### src/design/hpf_pkg.sv
// Shared widths, constants, types and arithmetic steps for the head pose pipeline.
package hpf_pkg;

  localparam int COORD_BITS = 12;
  localparam int DW         = COORD_BITS + 1;
  localparam int MW         = COORD_BITS + 2;
  localparam int SW         = 2 * COORD_BITS + 4;
  localparam int AW         = 2 * COORD_BITS + 3;
  localparam int RSQW       = 2 * COORD_BITS + 1;
  localparam int GUARD      = 20;
  localparam int CW         = SW + GUARD + 2;
  localparam int ZW         = 26;
  localparam int STEPS      = 16;
  localparam int SQ_Q       = (RSQW + 8 + 1) / 2;
  localparam int SQ_VW      = 2 * SQ_Q;
  localparam int ANG_N      = (STEPS + 1 > SQ_Q) ? STEPS + 1 : SQ_Q;
  localparam int NUMW       = AW + 26;
  localparam int DENW       = AW + 14;
  localparam int QB         = 25;
  localparam int CMPW       = DENW + QB;
  localparam int CFG_W      = 12;
  localparam int CFG_IDX_W  = 2;

  localparam logic [CFG_IDX_W-1:0] CFG_BAND_LOW  = CFG_IDX_W'(0);
  localparam logic [CFG_IDX_W-1:0] CFG_BAND_HIGH = CFG_IDX_W'(1);
  localparam logic [CFG_IDX_W-1:0] CFG_GAIN      = CFG_IDX_W'(2);

  localparam logic [CFG_W-1:0] BAND_LOW_RST  = CFG_W'(2253);
  localparam logic [CFG_W-1:0] BAND_HIGH_RST = CFG_W'(2540);
  localparam logic [CFG_W-1:0] GAIN_RST      = CFG_W'(717);

  localparam logic [NUMW-1:0] NUM_SCALE = NUMW'(65536000);
  localparam logic [DENW-1:0] DEN_SCALE = DENW'(8000);
  localparam logic [QB-1:0]   RATIO_MAX = QB'(1 << 24);

  typedef logic [COORD_BITS-1:0]   coord_t;
  typedef logic signed [DW-1:0]    dw_t;
  typedef logic signed [MW-1:0]    mw_t;
  typedef logic signed [SW-1:0]    sw_t;
  typedef logic [AW-1:0]           aw_t;
  typedef logic [RSQW-1:0]         rsq_t;
  typedef logic signed [CW-1:0]    cw_t;
  typedef logic signed [ZW-1:0]    zw_t;

  localparam zw_t DEG180 = ZW'(180 * 65536);

  typedef struct packed {
    cw_t x;
    cw_t y;
    zw_t z;
  } cord_t;

  typedef struct packed {
    logic [SQ_Q+1:0] rem;
    logic [SQ_Q-1:0] root;
  } sq_t;

  typedef struct packed {
    dw_t  c;
    dw_t  s;
    logic roll_zero;
    aw_t  yx;
    sw_t  yy;
    aw_t  n;
    aw_t  d2;
    rsq_t rsq;
  } front_t;

  typedef struct packed {
    zw_t             roll_z;
    zw_t             yaw_z;
    logic            roll_zero;
    logic            yaw_zero;
    aw_t             n;
    aw_t             d2;
    logic [SQ_Q-1:0] rq;
  } ang_t;

  typedef struct packed {
    zw_t           roll_z;
    zw_t           yaw_z;
    logic          roll_zero;
    logic          yaw_zero;
    logic [QB-1:0] ratio;
  } rat_t;

  // atan(2^-i) in 1/65536 degree
  function automatic zw_t atan_q16(input int i);
    zw_t r;
    unique case (i)
      0:  r = ZW'(2949120);
      1:  r = ZW'(1740967);
      2:  r = ZW'(919879);
      3:  r = ZW'(466945);
      4:  r = ZW'(234379);
      5:  r = ZW'(117305);
      6:  r = ZW'(58666);
      7:  r = ZW'(29335);
      8:  r = ZW'(14668);
      9:  r = ZW'(7334);
      10: r = ZW'(3667);
      11: r = ZW'(1833);
      12: r = ZW'(917);
      13: r = ZW'(458);
      14: r = ZW'(229);
      15: r = ZW'(115);
      default: r = '0;
    endcase
    return r;
  endfunction

  // fold left half plane into right, scale up
  function automatic cord_t cordic_prep(input sw_t y, input sw_t x);
    cord_t r;
    sw_t   xa;
    sw_t   ya;
    zw_t   z0;
    xa = x;
    ya = y;
    z0 = '0;
    if (x < 0) begin
      z0 = (y >= 0) ? DEG180 : -DEG180;
      xa = -x;
      ya = -y;
    end
    r.x = cw_t'(xa) <<< GUARD;
    r.y = cw_t'(ya) <<< GUARD;
    r.z = z0;
    return r;
  endfunction

  function automatic cord_t cordic_step(input cord_t a, input int i);
    cord_t r;
    cw_t   x0;
    cw_t   y0;
    cw_t   xs;
    cw_t   ys;
    x0 = a.x;
    y0 = a.y;
    xs = y0 >>> i;
    ys = x0 >>> i;
    if (!y0[CW-1]) begin
      r.x = x0 + xs;
      r.y = y0 - ys;
      r.z = a.z + atan_q16(i);
    end else begin
      r.x = x0 - xs;
      r.y = y0 + ys;
      r.z = a.z - atan_q16(i);
    end
    return r;
  endfunction

  // one restoring square root digit
  function automatic sq_t sqrt_step(input sq_t a, input logic [1:0] d);
    sq_t             r;
    logic [SQ_Q+2:0] rs;
    logic [SQ_Q+2:0] tr;
    logic [SQ_Q+2:0] df;
    rs = {a.rem[SQ_Q:0], d};
    tr = {1'b0, a.root, 2'b01};
    df = rs - tr;
    if (rs >= tr) begin
      r.rem  = df[SQ_Q+1:0];
      r.root = {a.root[SQ_Q-2:0], 1'b1};
    end else begin
      r.rem  = rs[SQ_Q+1:0];
      r.root = {a.root[SQ_Q-2:0], 1'b0};
    end
    return r;
  endfunction

  function automatic aw_t sw_abs(input sw_t v);
    sw_t a;
    a = v[SW-1] ? -v : v;
    return a[AW-1:0];
  endfunction

endpackage

### src/design/hpf_pitch.sv
// Dead band, gain and degree scaling for pitch; centidegree rounding and limits for all angles.
module hpf_pitch import hpf_pkg::*; (
  input  logic                     clk,
  input  logic                     rst_n,
  input  logic                     in_valid,
  output logic                     in_ready,
  input  rat_t                     in_data,
  input  logic [CFG_W-1:0]         band_low,
  input  logic [CFG_W-1:0]         band_high,
  input  logic [CFG_W-1:0]         gain,
  output logic                     out_valid,
  input  logic                     out_ready,
  output logic signed [15:0]       roll_centideg,
  output logic signed [13:0]       yaw_centideg,
  output logic signed [15:0]       pitch_centideg
);

  localparam int EW   = QB + 2;
  localparam int MULW = EW + CFG_W + 1;
  localparam int TW   = 25;
  localparam int PKW  = TW + 30;
  localparam int HW   = ZW + 7;

  localparam logic signed [HW-1:0]   CENT      = HW'(100);
  localparam logic signed [HW-1:0]   HALF16    = HW'(32768);
  localparam logic signed [HW-1:0]   ROLL_LIM  = HW'(18000);
  localparam logic signed [HW-1:0]   YAW_LIM   = HW'(4500);
  localparam logic signed [MULW-1:0] T_LIM     = MULW'(1 << 23);
  localparam logic signed [PKW-1:0]  PITCH_K   = PKW'(375493621);
  localparam logic signed [PKW-1:0]  HALF36    = PKW'(64'sd1 << 35);
  localparam logic signed [PKW-1:0]  PITCH_LIM = PKW'(18000);

  logic [4:0] v_r;
  logic [4:0] ld;

  assign ld[4] = !v_r[4] || out_ready;
  generate
    for (genvar k = 0; k < 4; k++) begin : g_ld
      assign ld[k] = !v_r[k] || ld[k+1];
    end
  endgenerate
  assign in_ready  = ld[0];
  assign out_valid = v_r[4];

  always_ff @(posedge clk) begin
    if (!rst_n) begin
      v_r <= '0;
    end else begin
      if (ld[0]) v_r[0] <= in_valid;
      for (int k = 1; k < 5; k++) begin
        if (ld[k]) v_r[k] <= v_r[k-1];
      end
    end
  end

  // stage 0: band excess, angles times 100
  logic signed [EW-1:0] p0_err_r, p0_err_nxt;
  logic signed [HW-1:0] p0_r100_r, p0_y100_r;
  logic                 p0_rz_r, p0_yz_r;
  logic signed [EW-1:0] rs, lo, hi;

  always_comb begin
    rs = $signed(EW'(in_data.ratio));
    lo = $signed(EW'(band_low));
    hi = $signed(EW'(band_high));
    priority if (rs < lo) p0_err_nxt = rs - lo;
    else if (rs > hi)     p0_err_nxt = rs - hi;
    else                  p0_err_nxt = '0;
  end

  // stage 1: gain product, angle rounding
  logic signed [MULW-1:0] p1_m_r;
  logic signed [15:0]     p1_roll_r, p1_roll_nxt;
  logic signed [13:0]     p1_yaw_r, p1_yaw_nxt;
  logic signed [HW-1:0]   rr, ry;

  always_comb begin
    rr = -((p0_r100_r + HALF16) >>> 16);
    ry = (p0_y100_r + HALF16) >>> 16;
    if (rr > ROLL_LIM)       rr = ROLL_LIM;
    else if (rr < -ROLL_LIM) rr = -ROLL_LIM;
    if (ry > YAW_LIM)        ry = YAW_LIM;
    else if (ry < -YAW_LIM)  ry = -YAW_LIM;
    p1_roll_nxt = p0_rz_r ? '0 : rr[15:0];
    p1_yaw_nxt  = p0_yz_r ? '0 : ry[13:0];
  end

  // stage 2: limit
  logic signed [TW-1:0] p2_t_r;
  logic signed [TW-1:0] p2_t_nxt;
  logic signed [15:0]   p2_roll_r;
  logic signed [13:0]   p2_yaw_r;

  always_comb begin
    if (p1_m_r > T_LIM)       p2_t_nxt = T_LIM[TW-1:0];
    else if (p1_m_r < -T_LIM) p2_t_nxt = TW'(-T_LIM);
    else                      p2_t_nxt = p1_m_r[TW-1:0];
  end

  // stage 3: radians to centidegrees
  logic signed [PKW-1:0] p3_pk_r;
  logic signed [15:0]    p3_roll_r;
  logic signed [13:0]    p3_yaw_r;

  // stage 4: round and limit
  logic signed [PKW-1:0] pp;
  logic signed [15:0]    p4_pitch_nxt;

  always_comb begin
    pp = (p3_pk_r + HALF36) >>> 36;
    if (pp > PITCH_LIM)       p4_pitch_nxt = PITCH_LIM[15:0];
    else if (pp < -PITCH_LIM) p4_pitch_nxt = 16'(-PITCH_LIM);
    else                      p4_pitch_nxt = pp[15:0];
  end

  logic signed [15:0] p4_roll_r, p4_pitch_r;
  logic signed [13:0] p4_yaw_r;

  always_ff @(posedge clk) begin
    if (ld[0]) begin
      p0_err_r  <= p0_err_nxt;
      p0_r100_r <= HW'(in_data.roll_z) * CENT;
      p0_y100_r <= HW'(in_data.yaw_z) * CENT;
      p0_rz_r   <= in_data.roll_zero;
      p0_yz_r   <= in_data.yaw_zero;
    end
    if (ld[1]) begin
      p1_m_r    <= MULW'(p0_err_r) * $signed(MULW'(gain));
      p1_roll_r <= p1_roll_nxt;
      p1_yaw_r  <= p1_yaw_nxt;
    end
    if (ld[2]) begin
      p2_t_r    <= p2_t_nxt;
      p2_roll_r <= p1_roll_r;
      p2_yaw_r  <= p1_yaw_r;
    end
    if (ld[3]) begin
      p3_pk_r   <= PKW'(p2_t_r) * PITCH_K;
      p3_roll_r <= p2_roll_r;
      p3_yaw_r  <= p2_yaw_r;
    end
    if (ld[4]) begin
      p4_pitch_r <= p4_pitch_nxt;
      p4_roll_r  <= p3_roll_r;
      p4_yaw_r   <= p3_yaw_r;
    end
  end

  assign roll_centideg  = p4_roll_r;
  assign yaw_centideg   = p4_yaw_r;
  assign pitch_centideg = p4_pitch_r;

endmodule

### config.mk
export PLATFORM = sky130hd
export DESIGN_NAME = hpf_pitch
export DESIGN_NICKNAME = d
export VERILOG_FILES = /design/src/design/hpf_pkg.sv /design/src/design/hpf_pitch.sv
export SDC_FILE = /design/constraint.sdc
export NUM_CORES = 2
export LEC_CHECK = 0
export BUFFER_PORTS_ARGS = -buffer_cell sky130_fd_sc_hd__buf_2
export CORE_MARGIN = 5
export CORE_UTILIZATION = 60
export CTS_CLUSTER_DIAMETER = 80
export DETAILED_ROUTE_END_ITERATION = 12
export PLACE_DENSITY_LB_ADDON = 0.08
export SLEW_MARGIN = 20
export SYNTH_ARGS = -nofsm -noshare
export SYNTH_HDL_FRONTEND = slang
export SYNTH_SLANG_ARGS = --single-unit
### constraint.sdc
create_clock -name clk -period 14.7 [get_ports clk]
set_input_delay 2.94 -clock clk [delete_from_list [all_inputs] [get_ports clk]]
set_output_delay 2.94 -clock clk [all_outputs]
set_load 0.02 [all_outputs]
After elaboration in Yosys (flattened, before gate mapping)
Index checks and enable logic that the tools add are counted.
{ "totals": {"word_cells": 72, "reg_bits": 352, "inputBits": 119, "output_inout_bits": 48} }
{ "op_classes": {"mux": 8, "addsub": 6, "n_reduce_logical": 16, "mul": 4, "n_lt_le_gt_ge": 10} }
{ "op_table": {"columns": ["cell", "n"], "rows": [
  ["$add A33 B17 Y33 const B", 2],
  ["$mul A26 B6 Y31 const B", 2],
  ["$add A55 B37 Y55 const B", 1],
  ["$mul A25 B30 Y55 const B", 1],
  ["$mux W27", 2],
  ["$sub A25 B12 Y26", 2],
  ["$gt A40 B25 Y1 const B", 1],
  ["$lt A40 B24 Y1 const B", 1],
  ["$mul A27 B13 Y40", 1],
  ["$gt A33 B16 Y1 const B", 1],
  ["$lt A33 B16 Y1 const B", 1],
  ["$neg A17 Y33", 1],
  ["$mux W16", 2],
  ["$gt A25 B12 Y1", 1],
  ["$lt A25 B12 Y1", 1],
  ["$mux W25", 1],
  ["$gt A19 B16 Y1 const B", 1],
  ["$lt A19 B16 Y1 const B", 1],
  ["$gt A17 B14 Y1 const B", 1],
  ["$lt A17 B14 Y1 const B", 1],
  ["$mux W15", 1],
  ["$mux W14", 1],
  ["$mux W13", 1],
  ["$reduce_or A2 Y1", 4],
  ["3 further kinds", 12]
]} }

Depth between registers and ports, before layout
{ "logic_depth": {"depth_word": 6, "mapped_depth": 25, "mapped_depth_nobuf": 25} }

Least setup slack after synthesis
OpenSTA, ideal clock, no wires.
{ "synth_path": {"path_type": "input -> register", "from": "in gain[6]", "to": "reg p1_m_r[31], data pin", "path_slack_ns": 6.014, "t_required_ns": 14.442, "path_buffers": 3, "setup_time_ns": 0.258, "t_arrival_ns": 8.428, "path_stages": 22, "cell_sequence": "clkbuf_1 > clkbuf_1 > nand2_1 > fa_1 > fa_1 > inv_1 > fa_1 > inv_1 > fa_1 > inv_1 > fa_1 > ha_1 > clkbuf_1 > a21oi_1 > o21ai_0 > nor3_1 > a211oi_1 > o41ai_1 > o21ai_0 > a21o_1 > a21oi_1 > xnor2_1"} }
{ "synth_via": {"elab_chain_len": 1} }
{ "synth_lines": {"columns": ["element", "line", "source"], "rows": [
  ["start: declaration", "hpf_pitch.sv:10", "input logic [CFG_W-1:0] gain,"],
  ["$mul A27 B13 Y40", "hpf_pitch.sv:128", "p1_m_r <= MULW'(p0_err_r) * $signed(MULW'(gain));"],
  ["end signal: assignment", "hpf_pitch.sv:128", null],
  ["end: declaration", "hpf_pitch.sv:72", "logic signed [MULW-1:0] p1_m_r;"]
]} }
Every way passes these cells.
A chain may end at the register's enable or synchronous reset.

Worst setup path in the final report
{ "layout_path": {"from": "in gain[3]", "to": "reg p1_m_r[31], data pin"} }
The elaborated chain is that of the path after synthesis.

==> key figures <==
Timing
  • Max frequency: 116 MHz
  • Final setup viols: 0
  • RSZ-0062 raised after global routing: false
  • Final clock skew: 0.0162 ns
  • Final WS setup: 6.06 ns
  • Setup TNS: 0 ns
  • Final min period: 8.64 ns
  • Period utilization: 58.8%
  • Slew headroom: 31.3%
  • Final hold viol count: 0
  • Worst slew pin tran: 1.03 ns
  • Max-slew violations: 0

Global routing
  • Met1 Usage GRT: 33.2%
  • GRT Total Usage: 23.5%
  • Met2 usage: 38.7%
  • GRT busiest layer: met2
  • Antenna violations before repair: 0
  • Met3 usage: 3.69%
  • GRT Residual Overflow: 0
  • Number of global-route vias before repair: 28300
  • Global-route wire length before repair: 141000 um
  • Largest net degree at the start of global routing: 71

Finish
  • ANT cells: 0
  • NumNets Final: 5403
  • Area grow syn2layout: 6.81%
  • Fill cells: 5578
  • Ratio of cells with drive above 1 in the final layout: 6.74%
  • Layout Cells excl Fill: 5027
  • Post-route cell area: 43500 um^2

Power
  • Leakage Power: 22.5 nW
  • Max VDD drop: 293 uV
  • PwrDens: 168 nW/um^2

Min path
  • Hold_sp: p1_yaw_r[2]
  • WHS Path Cells: 0
  • Hold Crit Class: reg2reg
  • Hold worst-path end: p2_yaw_r[2]

Synth
  • Share of the synthesized area in the top cell type: 29.2%
  • Synth area leader: fa_1
  • Net Count, Synth: 5289
  • Syn Area/Cell: 10.1 um^2
  • EDFF count, synth: 285
  • Post-Syn Area: 40700 um^2
  • Seq/Total Area, Yosys: 21.3%
  • Share of synthesized flip-flops with an asynchronous set or reset: 0%
  • Main synth FF type: edfxtp_1
  • Top cells by area, synth: fa_1, edfxtp_1, ha_1
  • Library cells used by synthesis: 87
  • Synth Register Bits: 290
  • Synth warnings: 0
  • Cells after synthesis: 4015

Critical path
  • Setup Crit Path Kind: in2reg
  • R2R cell count: 22
  • CP Launch Type: input pin
  • Reg2reg start: p2_t_r[16]
  • R2R Path End: p3_pk_r[54]
  • Setup crit end kind: flip-flop
  • Crit-path max FO: 26
  • Reg2reg setup slack: 6.58 ns
  • CP Data Required Time: 15.00 ns
  • CP arrival: 8.94 ns

Placed design
  • # port buffers: 166
  • DP Wirelength: 71100 um
  • Pre-CTS setup slack: 5.42 ns
  • Area post-placement: 42300 um^2
  • Placed cell count: 4964
  • Gpl congestion: 0.898

Clock network
  • CTS-repair resized insts: 0
  • # hold bufs at CTS: 0
  • Post-CTS setup repair buffer count: 0
  • CTS max path bufs: 3
  • Clk Latency, worst-skew pair: 0.55 ns
  • CTS tree: built
  • Root Driver: clkbuf_16
  • Sink Count: 290
  • H-tree levels: 2
  • Inserted Clock Buffers: 36
  • Clock Pin Slew Worst Setup and Hold Paths: 0.06 ns

Drt
  • Initial DRC Count: 1165
  • Routed wire length per instance: 16.6 um
  • Drt first pass iters: 7
  • Total number of vias: 26900
  • Post-route ant nets: 0
  • DRC Markers: 0
  • Via density: 5.36
  • DRT Wirelength: 83400 um

Run status
  • Status: complete, no violations

Die
  • # rows: 95
  • Initial Util: 60.5%
  • Chip Height: 271 um
  • Die Wd: 271 um
  • Top Ports: 167
  • Full die area: 73200 um^2
  • Core area: 67300 um^2

Flow run
  • Max Cap Viol: 0
area by class of cell:
class,instances,area [um^2],share of cell area [%]
clock buffers,39,933,2.15
clock inverters,24,213,0.489
inverters,1003,3770,8.66
multi-input cells,2623,27900,64.2
flip-flops and latches,290,8660,19.9
well taps,873,1090,2.51
repair buffers,175,898,2.07
placed cells by master, fill, tap and decap left out, drive strengths merged, types with 8 or more instances in the layout:
master,synthesis,final
inv,1003,1008
fa,593,593
ha,562,562
edfxtp,285,285
nand2,229,229
and2,206,206
buf,9,175
a21oi,120,120
xnor2,109,109
nor2,97,97
o21ai,95,95
xor2,60,60
nand3,60,60
a21o,52,52
nor3,45,45
clkbuf,90,39
nand4,37,37
a211oi,26,26
o21bai,23,23
nor4,22,22
or2,19,19
and4,19,19
o21a,18,18
and3,17,17
nand2b,16,16
a31oi,16,16
clkinv,0,16
nor2b,14,14
o31ai,13,13
or3,13,13
o22ai,10,10
o211ai,9,9
a221oi,8,8
nor3b,8,8
flip-flops by register name (all words and copies together), names as in the netlist, 18 cells and up:
name / count
p0_y100_r: 18
p3_pk_r: 20
p2_t_r: 25
p0_r100_r: 18
p0_err_r: 26
p1_m_r: 40
synthesized netlist by cell type (8+ instances only):
library cell / instances
or2_2: 19
a31oi_1: 15
a221oi_1: 8
or3_1: 11
ha_1: 562
nand4_1: 36
and3_1: 16
o211ai_1: 9
o21ai_0: 93
a21oi_1: 120
nand2b_1: 16
nand2_1: 229
and2_1: 205
nor2b_1: 14
a21o_1: 52
clkbuf_1: 89
nor4_1: 20
xnor2_1: 109
o31ai_1: 12
o21a_1: 18
fa_1: 593
and4_1: 17
nor2_1: 97
a211oi_1: 26
o22ai_1: 10
o21bai_1: 23
nand3_1: 60
inv_1: 1003
xor2_1: 60
nor3_1: 44
edfxtp_1: 285
power by group:
part | total (W) | switching, W | internal (W)
Clock | 0.000860 | 0.000360 | 0.000500
Sequential | 0.00162 | 0.000199 | 0.00142
Combinational | 0.00482 | 0.00270 | 0.00212
Total | 0.00730 | 0.00326 | 0.00405
worst max-delay path, cell delays in order:
cell and delay, ns:
buf_2 0.39, nand2_1 0.15, fa_1 0.56, inv_1 0.06, fa_1 0.50, fa_1 0.51, inv_1 0.05, fa_1 0.48
inv_1 0.06, fa_1 0.48, ha_1 0.41, a21oi_1 0.19, o21ai_0 0.11, nor3_1 0.46, a211oi_1 0.23, o41ai_1 0.55
o21ai_0 0.31, a21o_1 0.23, a21oi_1 0.16, xnor2_1 0.09
layer usage:
| metal | vias to the layer above | wire, um |
|---|---|---|
| li1 | 13100 | - |
| met3 | 106 | 4140 |
| met1 | 13200 | 38000 |
| met2 | 545 | 39200 |
| met5 | - | 0 |
| met4 | 0 | 2050 |
per-stage QoR:
| stage | util [%] | power [W] | hold slack [ns] |
|---|---|---|---|
| 5_1_grt | 64.7 | 0.00812 | 0.420 |
| 2_1_floorplan | - | 0.00548 | 0.400 |
| 3_5_place_dp | 62.9 | 0.00647 | 0.405 |
| 6_report | 64.7 | 0.00730 | 0.410 |
| 4_1_cts | 64.6 | 0.00738 | 0.405 |
| 3_3_place_gp | 62.9 | 0.00639 | 0.400 |
how the worst max path moves through the flow:
stage / startpoint / endpoint / slack [ns] / cells after the start
after floorplan: gain[6] / p1_m_r[31] / 6.01 / 22
final: gain[3] / p1_m_r[31] / 6.06 / 20
after global routing: gain[3] / p1_m_r[39] / 5.76 / 20
after detailed placement: gain[3] / p1_m_r[31] / 5.42 / 20
after CTS: gain[6] / p1_m_r[31] / 6.02 / 20
after global placement: gain[3] / p1_m_r[31] / 5.56 / 20
logic make-up after synthesis:
kind of cell	synth area share [%]
muxes	0.255
DFF	21.3
AOI/OAI and AO/OA	7.54
adders and majority gates	46.4
xor gates and xnor gates	3.63
and+or+nand+nor	10.7
buffers and inverters	10.2
Power figures use the tool's default switching activity.
